$ cat config.mk
export PLATFORM = sky130hd
export DESIGN_NAME = round_robin_thread_scheduler
export DESIGN_NICKNAME = d
export VERILOG_FILES = /design/src/design/rrts_pkg.sv /design/src/design/round_robin_thread_scheduler.sv /design/src/design/rrts_controller.sv /design/src/design/rrts_datapath.sv
export VERILOG_INCLUDE_DIRS = /design/src /design/src/design
export SDC_FILE = /design/constraint.sdc
export NUM_CORES = 1
export LEC_CHECK = 0
export ABC_AREA = 1
export BUFFER_PORTS_ARGS = -buffer_cell sky130_fd_sc_hd__buf_2
export CORE_MARGIN = 2
export CORE_UTILIZATION = 62
export DETAILED_ROUTE_END_ITERATION = 10
export MAX_ROUTING_LAYER = met4
export PLACE_DENSITY = 0.81
export SYNTH_ARGS = -nofsm -noshare
export SYNTH_HDL_FRONTEND = slang
export SYNTH_SLANG_ARGS = --single-unit
$ cat constraint.sdc
create_clock -name clock -period 5.4 [get_ports clock]
set_input_delay 0.54 -clock clock [delete_from_list [all_inputs] [get_ports clock]]
set_output_delay 0.54 -clock clock [all_outputs]
set_load 0.01 [all_outputs]
$ cat src/design/round_robin_thread_scheduler_macros.svh
// Assertion macros used by the scheduler datapath.
// Included by files that carry concurrent checks; no other dependencies.
`ifndef ROUND_ROBIN_THREAD_SCHEDULER_MACROS_SVH
`define ROUND_ROBIN_THREAD_SCHEDULER_MACROS_SVH
`ifndef SYNTH
// plain property check
`define RRTS_ASSERT(lbl, clk, rst, prop) \
   lbl: assert property (@(posedge clk) disable iff (rst) (prop)) \
      else $error("rrts check failed");
// antecedent in this cycle, consequent in the next
`define RRTS_ASSERT_NEXT(lbl, clk, rst, ante, cons) \
   lbl: assert property (@(posedge clk) disable iff (rst) (ante) |=> (cons)) \
      else $error("rrts check failed");
`else
`define RRTS_ASSERT(lbl, clk, rst, prop)
`define RRTS_ASSERT_NEXT(lbl, clk, rst, ante, cons)
`endif
`endif

$ cat src/design/rrts_pkg.sv
// Shared types and codes for the round-robin thread scheduler.
// No dependencies; imported by the controller, datapath and top level.
`timescale 1ns / 1ps

package rrts_pkg;

   // transaction field widths
   localparam int OP_W       = 3;
   localparam int TGT_W      = 3;
   localparam int CHAN_W     = 16;
   localparam int GRANT_W    = 3;
   localparam int STAT_W     = 2;
   localparam int WOKEN_W    = 4;
   localparam int SLOT_W     = 2;
   localparam int REQ_DATA_W = 24;
   localparam int RSP_DATA_W = 16;

   localparam logic [WOKEN_W-1:0] WOKEN_MAX = '1;

   // operation codes
   localparam logic [OP_W-1:0] OP_CREATE     = 3'd0;
   localparam logic [OP_W-1:0] OP_WAIT       = 3'd1;
   localparam logic [OP_W-1:0] OP_EXIT       = 3'd2;
   localparam logic [OP_W-1:0] OP_NOTIFY_ONE = 3'd3;
   localparam logic [OP_W-1:0] OP_NOTIFY_ALL = 3'd4;
   localparam logic [OP_W-1:0] OP_SCHEDULE   = 3'd5;

   // response status codes
   localparam logic [STAT_W-1:0] RSP_OK         = 2'd0;
   localparam logic [STAT_W-1:0] RSP_FULL       = 2'd1;
   localparam logic [STAT_W-1:0] RSP_NONE_READY = 2'd2;
   localparam logic [STAT_W-1:0] RSP_NOT_IN_USE = 2'd3;

   // slot states held in the table; a free slot is one whose valid bit is clear
   localparam logic [SLOT_W-1:0] SLOT_READY = 2'd1;
   localparam logic [SLOT_W-1:0] SLOT_SLEEP = 2'd2;
   localparam logic [SLOT_W-1:0] SLOT_DONE  = 2'd3;

   typedef struct packed {
      logic load;   // capture request, init results and scan pointer
      logic rd;     // read table at scan pointer, advance pointer
      logic ev;     // evaluate the slot read last cycle
      logic emit;   // move results into the response register
   } ctl_cmd_type;

   typedef struct packed {
      logic quick;     // request finishes without touching the table
      logic stop;      // current evaluation ends the operation
      logic rsp_free;  // response register can take a new result
   } dp_status_type;

endpackage

$ cat src/design/round_robin_thread_scheduler.sv
// Top level of the round-robin thread scheduler.
// Depends on rrts_pkg, rrts_controller and rrts_datapath.
`timescale 1ns / 1ps

// Usage
//   req channel: one transaction per scheduler operation. req_tuser carries the
//     operation code; req_tdata carries the target slot and the channel tag.
//   rsp channel: exactly one transaction per request, in request order, with
//     the granted slot, a status code and the number of threads woken.
// Timing
//   A request is taken only while the sequencer is idle. Each operation scans
//   slots in the table: wait, exit and an in-range notify-one visit one slot,
//   create stops at the first free slot or after all MAX_THREADS slots,
//   notify-all visits all MAX_THREADS slots, and schedule visits the
//   current slot and then up to MAX_THREADS more. The result reaches
//   rsp_tvalid through a registered hand-off once the output register is free.
//   The slot table is read one entry per cycle, with a registered read.
// Reset
//   Synchronous and active high: every slot becomes free and the current slot
//   is the last one, so the first schedule starts looking at slot zero.
// Backpressure
//   The result sits in an output register; the next request is still accepted
//   and scanned, and only its hand-off waits until rsp_tready takes the old one.

module round_robin_thread_scheduler #(
   parameter int MAX_THREADS  = 8,
   parameter int CHANNEL_BITS = 16
) (
   input  logic                              clock,
   input  logic                              reset,
   input  logic                              req_tvalid,
   output logic                              req_tready,
   // [2:0] target_thread, [18:3] channel, [23:19] zero
   input  logic [rrts_pkg::REQ_DATA_W-1:0]   req_tdata,
   // [2:0] op
   input  logic [rrts_pkg::OP_W-1:0]         req_tuser,
   output logic                              rsp_tvalid,
   input  logic                              rsp_tready,
   // [2:0] granted_thread, [4:3] status, [8:5] woken_count, [15:9] zero
   output logic [rrts_pkg::RSP_DATA_W-1:0]   rsp_tdata
);
   import rrts_pkg::*;

   localparam int RSP_PAD = RSP_DATA_W - GRANT_W - STAT_W - WOKEN_W;

   ctl_cmd_type   cmd;
   dp_status_type st;

   logic [TGT_W-1:0]   req_target;
   logic [CHAN_W-1:0]  req_channel;
   logic [GRANT_W-1:0] rsp_granted;
   logic [STAT_W-1:0]  rsp_status;
   logic [WOKEN_W-1:0] rsp_woken;

   // unpack request payload
   assign req_target  = req_tdata[TGT_W-1:0];
   assign req_channel = req_tdata[TGT_W +: CHAN_W];

   rrts_controller u_ctrl (
      .clock      (clock),
      .reset      (reset),
      .req_tvalid (req_tvalid),
      .req_tready (req_tready),
      .cmd        (cmd),
      .st         (st)
   );

   // slot table and result path
   rrts_datapath #(
      .MAX_THREADS  (MAX_THREADS),
      .CHANNEL_BITS (CHANNEL_BITS)
   ) u_dp (
      .clock       (clock),
      .reset       (reset),
      .cmd         (cmd),
      .st          (st),
      .req_op      (req_tuser),
      .req_target  (req_target),
      .req_channel (req_channel),
      .rsp_tready  (rsp_tready),
      .rsp_tvalid  (rsp_tvalid),
      .rsp_granted (rsp_granted),
      .rsp_status  (rsp_status),
      .rsp_woken   (rsp_woken)
   );

   // pack response payload, lowest field first
   assign rsp_tdata = {{RSP_PAD{1'b0}}, rsp_woken, rsp_status, rsp_granted};

endmodule

$ cat src/design/rrts_controller.sv
// Sequencer for the scheduler: request capture, table scan, response hand-off.
// Depends on rrts_pkg for the command and status structs.
`timescale 1ns / 1ps

module rrts_controller (
   input  logic                   clock,
   input  logic                   reset,
   input  logic                   req_tvalid,
   output logic                   req_tready,
   output rrts_pkg::ctl_cmd_type  cmd,
   input  rrts_pkg::dp_status_type st
);
   import rrts_pkg::*;

   localparam logic [1:0] S_IDLE   = 2'd0;
   localparam logic [1:0] S_PRIME  = 2'd1;
   localparam logic [1:0] S_EVAL   = 2'd2;
   localparam logic [1:0] S_FINISH = 2'd3;

   logic [1:0] state_ff;
   logic [1:0] state_in;

   assign req_tready = (state_ff == S_IDLE);

   always_comb begin
      state_in = state_ff;
      cmd      = '0;
      unique case (state_ff)
         S_IDLE: begin
            if (req_tvalid) begin
               cmd.load = 1'b1;
               state_in = S_PRIME;
            end
         end
         S_PRIME: begin
            if (st.quick) begin
               state_in = S_FINISH;
            end else begin
               cmd.rd   = 1'b1;
               state_in = S_EVAL;
            end
         end
         S_EVAL: begin
            cmd.ev = 1'b1;
            if (st.stop) begin
               state_in = S_FINISH;
            end else begin
               cmd.rd = 1'b1;
            end
         end
         S_FINISH: begin
            if (st.rsp_free) begin
               cmd.emit = 1'b1;
               state_in = S_IDLE;
            end
         end
         default: begin
            state_in = S_IDLE;
         end
      endcase
   end

   always_ff @(posedge clock) begin
      if (reset) begin
         state_ff <= S_IDLE;
      end else begin
         state_ff <= state_in;
      end
   end

endmodule

$ cat src/design/rrts_datapath.sv
// Slot table, scan pointer, result accumulators and response register.
// Depends on rrts_pkg and the assertion macros header.
`timescale 1ns / 1ps
`include "round_robin_thread_scheduler_macros.svh"

module rrts_datapath #(
   parameter int MAX_THREADS  = 8,
   parameter int CHANNEL_BITS = 16
) (
   input  logic                           clock,
   input  logic                           reset,
   input  rrts_pkg::ctl_cmd_type          cmd,
   output rrts_pkg::dp_status_type        st,
   input  logic [rrts_pkg::OP_W-1:0]      req_op,
   input  logic [rrts_pkg::TGT_W-1:0]     req_target,
   input  logic [rrts_pkg::CHAN_W-1:0]    req_channel,
   input  logic                           rsp_tready,
   output logic                           rsp_tvalid,
   output logic [rrts_pkg::GRANT_W-1:0]   rsp_granted,
   output logic [rrts_pkg::STAT_W-1:0]    rsp_status,
   output logic [rrts_pkg::WOKEN_W-1:0]   rsp_woken
);
   import rrts_pkg::*;

   localparam int IW = (MAX_THREADS > 1) ? $clog2(MAX_THREADS) : 1;
   localparam int SW = $clog2(MAX_THREADS + 1);
   localparam int CW = (CHANNEL_BITS < CHAN_W) ? CHANNEL_BITS : CHAN_W;
   localparam int MW = SLOT_W + CW;
   localparam logic [IW-1:0] LAST_SLOT  = IW'(MAX_THREADS - 1);
   localparam logic [SW-1:0] LAST_SCAN  = SW'(MAX_THREADS - 1);
   localparam logic [SW-1:0] LAST_SCHED = SW'(MAX_THREADS);

   // slot table: state and channel tag, one entry per slot
   logic [MW-1:0] mem [MAX_THREADS];
   logic [MW-1:0] rd_ff;

   logic [MAX_THREADS-1:0] valid_ff, valid_in;
   logic [IW-1:0]          cur_ff, cur_in;
   logic [IW-1:0]          addr_ff, addr_in;
   logic [IW-1:0]          ev_addr_ff;
   logic [SW-1:0]          step_ff, step_in;
   logic [OP_W-1:0]        op_ff, op_in;
   logic [CW-1:0]          ch_ff, ch_in;
   logic [GRANT_W-1:0]     granted_ff, granted_in;
   logic [STAT_W-1:0]      status_ff, status_in;
   logic [WOKEN_W-1:0]     woken_ff, woken_in;
   logic                   rsp_valid_ff, rsp_valid_in;
   logic [GRANT_W-1:0]     out_granted_ff, out_granted_in;
   logic [STAT_W-1:0]      out_status_ff, out_status_in;
   logic [WOKEN_W-1:0]     out_woken_ff, out_woken_in;

   logic              tgt_in_range;
   logic              e_valid, e_ready, e_match;
   logic [SLOT_W-1:0] e_slot;
   logic [CW-1:0]     e_ch;
   logic              we, set_valid, clr_valid, found, wake, fail, stop;
   logic [MW-1:0]     wdata;

   assign tgt_in_range = (int'(req_target) < MAX_THREADS);

   assign e_valid = valid_ff[ev_addr_ff];
   assign e_slot  = rd_ff[MW-1:CW];
   assign e_ch    = rd_ff[CW-1:0];
   assign e_ready = e_valid && (e_slot == SLOT_READY);
   assign e_match = e_valid && (e_slot == SLOT_SLEEP) && (e_ch == ch_ff);

   // per-slot decision for the operation in flight
   always_comb begin
      we        = 1'b0;
      wdata     = {SLOT_READY, {CW{1'b0}}};
      set_valid = 1'b0;
      clr_valid = 1'b0;
      found     = 1'b0;
      wake      = 1'b0;
      fail      = 1'b0;
      stop      = 1'b1;
      unique case (op_ff)
         OP_CREATE: begin
            found     = !e_valid;
            we        = found;
            set_valid = found;
            stop      = found || (step_ff == LAST_SCAN);
         end
         OP_WAIT: begin
            we    = e_ready;
            wdata = {SLOT_SLEEP, ch_ff};
            fail  = !e_ready;
         end
         OP_EXIT: begin
            we    = e_ready;
            wdata = {SLOT_DONE, e_ch};
            fail  = !e_ready;
         end
         OP_NOTIFY_ONE: begin
            fail = !e_valid;
            wake = e_match;
            we   = e_match;
         end
         OP_NOTIFY_ALL: begin
            wake = e_match;
            we   = e_match;
            stop = (step_ff == LAST_SCAN);
         end
         OP_SCHEDULE: begin
            if (step_ff == '0) begin
               // first look is at the current slot: release it if finished
               clr_valid = e_valid && (e_slot == SLOT_DONE);
               stop      = 1'b0;
            end else begin
               found = e_ready;
               stop  = found || (step_ff == LAST_SCHED);
            end
         end
         default: begin
         end
      endcase
   end

   assign st.quick    = (op_ff > OP_SCHEDULE) ||
                        ((op_ff == OP_NOTIFY_ONE) && (status_ff == RSP_NOT_IN_USE));
   assign st.stop     = stop;
   assign st.rsp_free = !rsp_valid_ff || rsp_tready;

   always_comb begin
      valid_in       = valid_ff;
      cur_in         = cur_ff;
      addr_in        = addr_ff;
      step_in        = step_ff;
      op_in          = op_ff;
      ch_in          = ch_ff;
      granted_in     = granted_ff;
      status_in      = status_ff;
      woken_in       = woken_ff;
      rsp_valid_in   = rsp_valid_ff;
      out_granted_in = out_granted_ff;
      out_status_in  = out_status_ff;
      out_woken_in   = out_woken_ff;

      if (cmd.load) begin
         op_in      = req_op;
         ch_in      = req_channel[CW-1:0];
         step_in    = '0;
         granted_in = '0;
         woken_in   = '0;
         priority if (req_op == OP_CREATE) begin
            status_in = RSP_FULL;
         end else if (req_op == OP_SCHEDULE) begin
            status_in = RSP_NONE_READY;
         end else if ((req_op == OP_NOTIFY_ONE) && !tgt_in_range) begin
            status_in = RSP_NOT_IN_USE;
         end else begin
            status_in = RSP_OK;
         end
         priority if ((req_op == OP_CREATE) || (req_op == OP_NOTIFY_ALL)) begin
            addr_in = '0;
         end else if (req_op == OP_NOTIFY_ONE) begin
            addr_in = IW'(req_target);
         end else begin
            addr_in = cur_ff;
         end
      end

      if (cmd.rd) begin
         addr_in = (addr_ff == LAST_SLOT) ? '0 : addr_ff + 1'b1;
      end

      if (cmd.ev) begin
         step_in = step_ff + 1'b1;
         if (set_valid) begin
            valid_in[ev_addr_ff] = 1'b1;
         end
         if (clr_valid) begin
            valid_in[ev_addr_ff] = 1'b0;
         end
         if (found) begin
            granted_in = GRANT_W'(ev_addr_ff);
            status_in  = RSP_OK;
            if (op_ff == OP_SCHEDULE) begin
               cur_in = ev_addr_ff;
            end
         end
         if (fail) begin
            status_in = RSP_NOT_IN_USE;
         end
         if (wake && (woken_ff != WOKEN_MAX)) begin
            woken_in = woken_ff + 1'b1;
         end
      end

      if (cmd.emit) begin
         rsp_valid_in   = 1'b1;
         out_granted_in = granted_ff;
         out_status_in  = status_ff;
         out_woken_in   = woken_ff;
      end else if (rsp_tready) begin
         rsp_valid_in = 1'b0;
      end
   end

   always_ff @(posedge clock) begin
      if (reset) begin
         valid_ff     <= '0;
         cur_ff       <= LAST_SLOT;
         rsp_valid_ff <= 1'b0;
      end else begin
         valid_ff     <= valid_in;
         cur_ff       <= cur_in;
         rsp_valid_ff <= rsp_valid_in;
      end
   end

   always_ff @(posedge clock) begin
      addr_ff        <= addr_in;
      step_ff        <= step_in;
      op_ff          <= op_in;
      ch_ff          <= ch_in;
      granted_ff     <= granted_in;
      status_ff      <= status_in;
      woken_ff       <= woken_in;
      out_granted_ff <= out_granted_in;
      out_status_ff  <= out_status_in;
      out_woken_ff   <= out_woken_in;
   end

   // table port: registered read at the scan pointer, write at the evaluated slot
   always_ff @(posedge clock) begin
      if (cmd.rd) begin
         rd_ff      <= mem[addr_ff];
         ev_addr_ff <= addr_ff;
      end
      if (cmd.ev && we) begin
         mem[ev_addr_ff] <= wdata;
      end
   end

   assign rsp_tvalid  = rsp_valid_ff;
   assign rsp_granted = out_granted_ff;
   assign rsp_status  = out_status_ff;
   assign rsp_woken   = out_woken_ff;

   `RRTS_ASSERT(a_cur_in_table, clock, reset, int'(cur_ff) < MAX_THREADS)
   `RRTS_ASSERT(a_emit_needs_room, clock, reset, !cmd.emit || st.rsp_free)
   `RRTS_ASSERT_NEXT(a_grant_is_live, clock, reset, cmd.ev && found && (op_ff == OP_SCHEDULE), valid_ff[cur_ff])

endmodule
; Yosys cells after proc, flatten, opt, wreduce, memory -nomap -nowiden
; Memories as Yosys holds them, arrays and structs flattened. A register that Yosys moved wholly into a read port is not among the register bits.
; Index checks and enable logic that the tools add are counted.
; Widths: inputs -> output; s select.
[word_totals]
reg_bits = 61
latch_bits = 0
mem_bits_rw = 144
rom_bits = 0
inputBits = 31
out_inout_bits = 18
memories = 1
[mem_list]
columns = name, depth, word_bits, read_ports, rd_ports_with_merged_regs, write_ports, line_no
row1 = u_dp.mem, 8, 18, 1, 1, 1, rrts_datapath.sv:34  ; logic [MW-1:0] mem [MAX_THREADS];
[op_classes]
add_sub_neg = 3
n_mul = 0
div_mod_pow = 0
order_cmp = 3
eq_ne = 23
shift = 0
mux = 54
bitwise = 3
n_reduce_logical = 27
[op_table]
columns = operator, n
row1 = $pmux 18 s2, 1
row2 = $mux 3, 8
row3 = $mux 8, 3
row4 = $mux 1, 20
row5 = $mux 4, 5
row6 = $mux 2, 9
row7 = $eq 16x16->1, 1
row8 = $eq 3x3->1 const B, 5
row9 = $eq 2x2->1 const B, 5
row10 = $eq 3x2->1 const B, 3
row11 = $add 4x1->4 const B, 2
row12 = $and 8x8->8, 1
row13 = $logic_and 1x1->1, 8
row14 = $not 8->8, 1
row15 = $or 8x8->8, 1
row16 = $pmux 2 s4, 1
row17 = $logic_not 3->1, 2
row18 = $pmux 1 s2, 3
row19 = $pmux 1 s3, 2
row20 = $reduce_and 3->1, 2
row21 = $reduce_bool 2->1, 3
row22 = $logic_or 1x1->1, 5
row23 = $eq 2x1->1 const B, 2
row24 = $eq 4x3->1 const B, 1
row25 = other kinds (15), 19

; Logic depth before layout (Yosys ltp)
[logic_depth]
depth_word = 9
mapped_depth = 14

; Modules after synthesis
; Synthesis repeated with hierarchy kept, for this count alone.
[unflattened]
cells_unflattened = 895
area_unflattened_um2 = 9674.3
[by_module_without_submodules]
columns = mod, n_inst, cells_each, area_per_inst_um2, seq_area_each_um2
row1 = rrts_datapath, 1, 852, 9386.5, 6426.2
row2 = rrts_controller, 1, 35, 231.5, 40.0
row3 = round_robin_thread_scheduler, 1, 8, 56.3, 0.0

; Worst setup path after synthesis
; Ideal clock, no wire load.
[synth_path]
path_kind = register to register
start = register u_dp.ev_addr_ff[0]
end = memory u_dp.mem[7][0] (netlist name) (enable)
arrival_ps = 2084
t_required_ps = 5010
slack_ps = 2926
stages_incl_launch_ff = 11
n_path_buf = 1
path_cell_list = edfxtp_1 -> buf_6 -> inv_4 -> nand2_1 -> nand2_1 -> nor2_2 -> nor2_2 -> nand3_2 -> nand2_1 -> nor2_4 -> nor3b_2
[synth_via]
elab_chain_len = 8
[synth_lines]
columns = item, line_no
row1 = from (decl), rrts_datapath.sv:40  ; logic [IW-1:0] ev_addr_ff;
row2 = from (signal assigned), rrts_datapath.sv:229  ; ev_addr_ff <= addr_ff;
row3 = $bmux 1 s3, rrts_datapath.sv:61  ; assign e_valid = valid_ff[ev_addr_ff];
row4 = $mux 1 (not written as such), rrts_datapath.sv:61
row5 = $logic_and 1x1->1 (2 in series), rrts_datapath.sv:65  ; assign e_match = e_valid && (e_slot == SLOT_SLEEP) && (e_ch == ch_ff);
row6 = $pmux 1 s3, rrts_datapath.sv:77  ; unique case (op_ff)
row7 = $logic_and 1x1->1, rrts_datapath.sv:231  ; if (cmd.ev && we) begin
row8 = $mux 1, rrts_datapath.sv:231
row9 = $mux 1 (not written as such), rrts_datapath.sv:232  ; mem[ev_addr_ff] <= wdata;
row10 = to (decl), rrts_datapath.sv:34
; Several ways; a longest one is shown, not always the timed one. The select of a mux whose other input is x is not followed.

; Worst setup path after layout
[layout_path]
start = register u_dp.op_ff[2]
end = memory u_dp.mem[0][5] (netlist name) (enable)
[layout_via]
elab_chain_len = 6
[layout_lines]
columns = item, line_no
row1 = from (decl), rrts_datapath.sv:42  ; logic [OP_W-1:0] op_ff, op_in;
row2 = from (signal assigned), rrts_datapath.sv:215  ; op_ff <= op_in;
row3 = "$eq 3x3->1, or another cell as far along", rrts_datapath.sv:77
row4 = $reduce_or 2->1 (no source line), n/a
row5 = $pmux 1 s3 (*), rrts_datapath.sv:77
row6 = $logic_and 1x1->1 (*), rrts_datapath.sv:231
row7 = $mux 1 (*), rrts_datapath.sv:231
row8 = $mux 1 (not written as such) (*), rrts_datapath.sv:232
; Mark *: on every way between the ends. The rest lies on a longest branch, timed or not.

==> summary.txt <==
STA
  – Fin. Hold Viols: 0
  – Final critical-path setup slack: 2.115 ns
  – Slew HR: 25.45%
  – Slew Viols, Final: 0
  – Fmax achieved: 0.3044 GHz
  – Period utilisation layout: 60.83%
  – RSZ-0062 raised after global routing: false
  – Clock skew: 0.01040 ns
  – Setup TNS: 0 ns
  – Final Critical Period: 3.285 ns
  – Setup violators final: 0
  – Worst slew pin tran: 1.111 ns

Yosys
  – Post-Synth Simple-Gate Area: 15.99%
  – Seq cells post-synth: 223
  – Syn. warnings: 0
  – Post-synth EDFFs: 200
  – Main combinational cell family by area after synthesis: simple AND/OR/NAND/NOR gates
  – XOR/XNOR share of the synthesized area: 0.3661%
  – Mux share of post-synthesis cell area: 0%
  – Share of the yosys chip area belonging to registers: 67.57%
  – Synthesized cell area: 9569 µm²
  – Post-Synth Adder-Cell Area: 1.177%
  – Cell count after synthesis: 873
  – Ys flop type: edfxtp_1
  – Post-synthesis average cell area: 10.96 µm²
  – Distinct cell type count after synthesis: 38
  – Synth Area in Compound Gates: 9.545%
  – Post-synth ARST share: 0%

Global routing
  – Vias in the first global route: 6,391
  – Largest net degree at the start of global routing: 76
  – First-pass GRT wire length: 32,240 µm
  – Antenna violations before repair: 0
  – Gr usage total: 26.53%
  – Grt ovf: 0

Placement
  – IO Port Bufs: 36
  – Detailed placement HPWL: 11,690 µm
  – Final GP Congestion: 0.8472
  – Post-Place Cells: 1,076
  – Setup Slack @ Placement: 2.143 ns
  – Placed Area: 9915 µm²

Clock network
  – Post-CTS Setup Inserts: 0
  – Register clock-pin slew on the reported worst setup and hold paths: 0.06 ns
  – CTS Sinks: 223
  – Resize count post-CTS: 0
  – TritonCTS Buffers: 23
  – Root Buffer: clkbuf_16
  – Largest buffer count on any clock path: 3
  – Worst skew pair latency: 0.52 ns
  – TritonCTS clock tree: built
  – Cts hold-fix bufs: 0
  – Htree depth: 1

Floorplanning
  – Initial core utilization: 63.18%
  – IO Pins: 49
  – Core Region: 15,150 µm²
  – Die height: 128.2 µm
  – Die X: 128.2 µm
  – Die area: 16,440 µm²
  – Rows: 45

Critical path
  – Crit Path Max Fanout: 17
  – R2R Path End: u_dp.mem[0][5]$_DFFE_PP_
  – Reg2reg setup slack: 2.12 ns
  – Worst Setup SP: u_dp.op_ff[2]$_DFFE_PP_
  – Crit-path slowest cell: nand3_1
  – Max incr delay on CP: 0.61 ns
  – FF-to-FF path depth: 8
  – Crit path buffers/inverters: 2
  – CP endpoint: u_dp.mem[0][5]$_DFFE_PP_
  – CP Launch Type: flop
  – Crit path depth: 8
  – Critical path endpoint category: flop
  – Crit-path cells: inv_1 > nand3_1 > nand2_1 > nand3_1 > nand2_1 > nor2_4 > nor3_2 > buf_4
  – Crit-path leading delay family: simple AND/OR/NAND/NOR gates
  – Worst path required time: 5.60 ns
  – Critical path class: flop to flop
  – WP data arrival: 3.49 ns
  – Reg2reg start: u_dp.op_ff[2]$_DFFE_PP_

Power and ir drop
  – Tot Pwr: 5.024 mW
  – Peak VDD IR: 0.3583 mV
  – PD cells: 472.0 nW/µm²
  – Static leakage: 3.991 nW

Finish
  – Most frequent cells in the layout: 200 x edfxtp_1, 166 x nor2_1, 107 x nand2_1
  – Area growth, synth to finish: 11.22%
  – Share of layout cells above drive strength 1: 12.26%
  – Final Non-Filler Cells: 1,118
  – Ant. Diodes: 0
  – Layout Nets: 953
  – Commonest non-fill, non-tap cell in the layout: edfxtp_1
  – Layout fillers: 1,010
  – Fin area: 10,640 µm²

Min path
  – Hold_sp: reset
  – Worst hold path class: primary input to flop

Routing
  – Max layer used: met4
  – DRC errors left: 0
  – Iter 0 DRT Violations: 568
  – Met1 wire length: 8201 µm
  – Drt wl/cell: 18.58 µm
  – DRT Pass-1 Iters: 5
  – DRT antenna net count: 0
  – Via count: 6,604
  – Vias per cell: 5.907
  – Routed wl met3: 1805 µm
  – Total Routed Length: 20,770 µm
  – Routed wire length on met2: 10,080 µm

Flow run
  – Maximum Capacitance Violations: 0

Status
  – Outcome: complete, no violations
-- how the worst min path moves through the flow --
stage	slack, ns	end	depth (start not counted)
CTS	0.17	u_dp.rsp_tvalid$_SDFFE_PP0P_	2
global placement	0.43	u_dp.rsp_granted[2]$_DFFE_PP_	0
floorplan	0.41	u_dp.rsp_granted[0]$_DFFE_PP_	0
detailed placement	0.42	u_dp.rsp_granted[2]$_DFFE_PP_	0
global route	0.18	u_dp.ch_ff[13]$_DFFE_PP_	1
finish	0.18	u_dp.rsp_tvalid$_SDFFE_PP0P_	2
-- flip-flops by register name (all words and copies together) (netlist names) --
signal,count
u_dp.step_ff,4
u_dp.rsp_status,2
u_dp.status_ff,2
u_dp.rd_ff,18
u_ctrl.state_ff,2
u_dp.valid_ff,8
u_dp.rsp_tvalid,1
u_dp.mem,144
u_dp.ev_addr_ff,3
u_dp.cur_ff,3
u_dp.ch_ff,16
u_dp.op_ff,3
u_dp.rsp_woken,4
u_dp.addr_ff,3
u_dp.granted_ff,3
u_dp.rsp_granted,3
u_dp.woken_ff,4
-- layout make-up --
cell class                 count  area [µm²]  share of cell area, %
multi-input combinational    532        2618                  24.59
clock buffer                  33       643.1                  6.043
timing repair buffer          49       277.8                  2.610
sequential                   223        6466                  60.76
clock inverter                 9       85.08                 0.7994
inverter                      84       317.8                  2.986
tap                          188       235.2                  2.210
-- stage by stage --
step           hold WS, ns  util [%]
6_report            0.1814     70.27
5_1_grt             0.1783     70.27
4_1_cts             0.1749     70.27
3_5_place_dp        0.4233     65.46
3_3_place_gp        0.4251     65.46
2_1_floorplan       0.4086         -
-- layer usage --
layer	GRT usage [%]	vias up
li1	-	3090
met1	33.12	3117
met2	43.18	330
met3	4.674	67
met4	11.18	0
met5	-	-
-- power by group --
part | internal [mW] | switching (mW) | leakage, nW | total [mW]
combinational | 0.347 | 0.905 | 1.60 | 1.25
sequential | 2.15 | 0.100 | 2.03 | 2.25
clock | 0.882 | 0.637 | 0.358 | 1.52
total | 3.38 | 1.64 | 3.99 | 5.02
-- Yosys cell counts (2+ instances only) --
cell type / number / area share [%]
a21oi_1: 15 / 0.78
a31oi_1: 18 / 1.2
buf_1: 2 / 0.078
buf_2: 2 / 0.10
buf_4: 8 / 0.63
clkbuf_1: 27 / 1.1
clkinv_1: 3 / 0.12
dfxtp_1: 23 / 4.8
edfxtp_1: 200 / 63
ha_1: 9 / 1.2
inv_1: 77 / 3.0
inv_2: 3 / 0.12
nand2_1: 107 / 4.2
nand2_2: 4 / 0.26
nand2_4: 2 / 0.24
nand3_1: 31 / 1.6
nand3_2: 4 / 0.42
nand4_1: 8 / 0.52
nor2_1: 166 / 6.5
nor2_2: 5 / 0.33
nor2_4: 3 / 0.35
nor3_1: 3 / 0.16
nor3_2: 7 / 0.73
o21ai_0: 98 / 5.1
o21ai_1: 2 / 0.10
o22ai_1: 31 / 2.0
xor2_1: 4 / 0.37
-- cell families after synthesis --
| kind of cell | after synthesis |
|---|---|
| AOI/OAI and AO/OA | 167 |
| xor gates and xnor gates | 4 |
| adders and majority gates | 9 |
| buffers and inverters | 124 |
| DFF | 223 |
| other | 1 |
| and+or+nand+nor | 345 |
No activity file was read; power rests on OpenSTA's default activity.
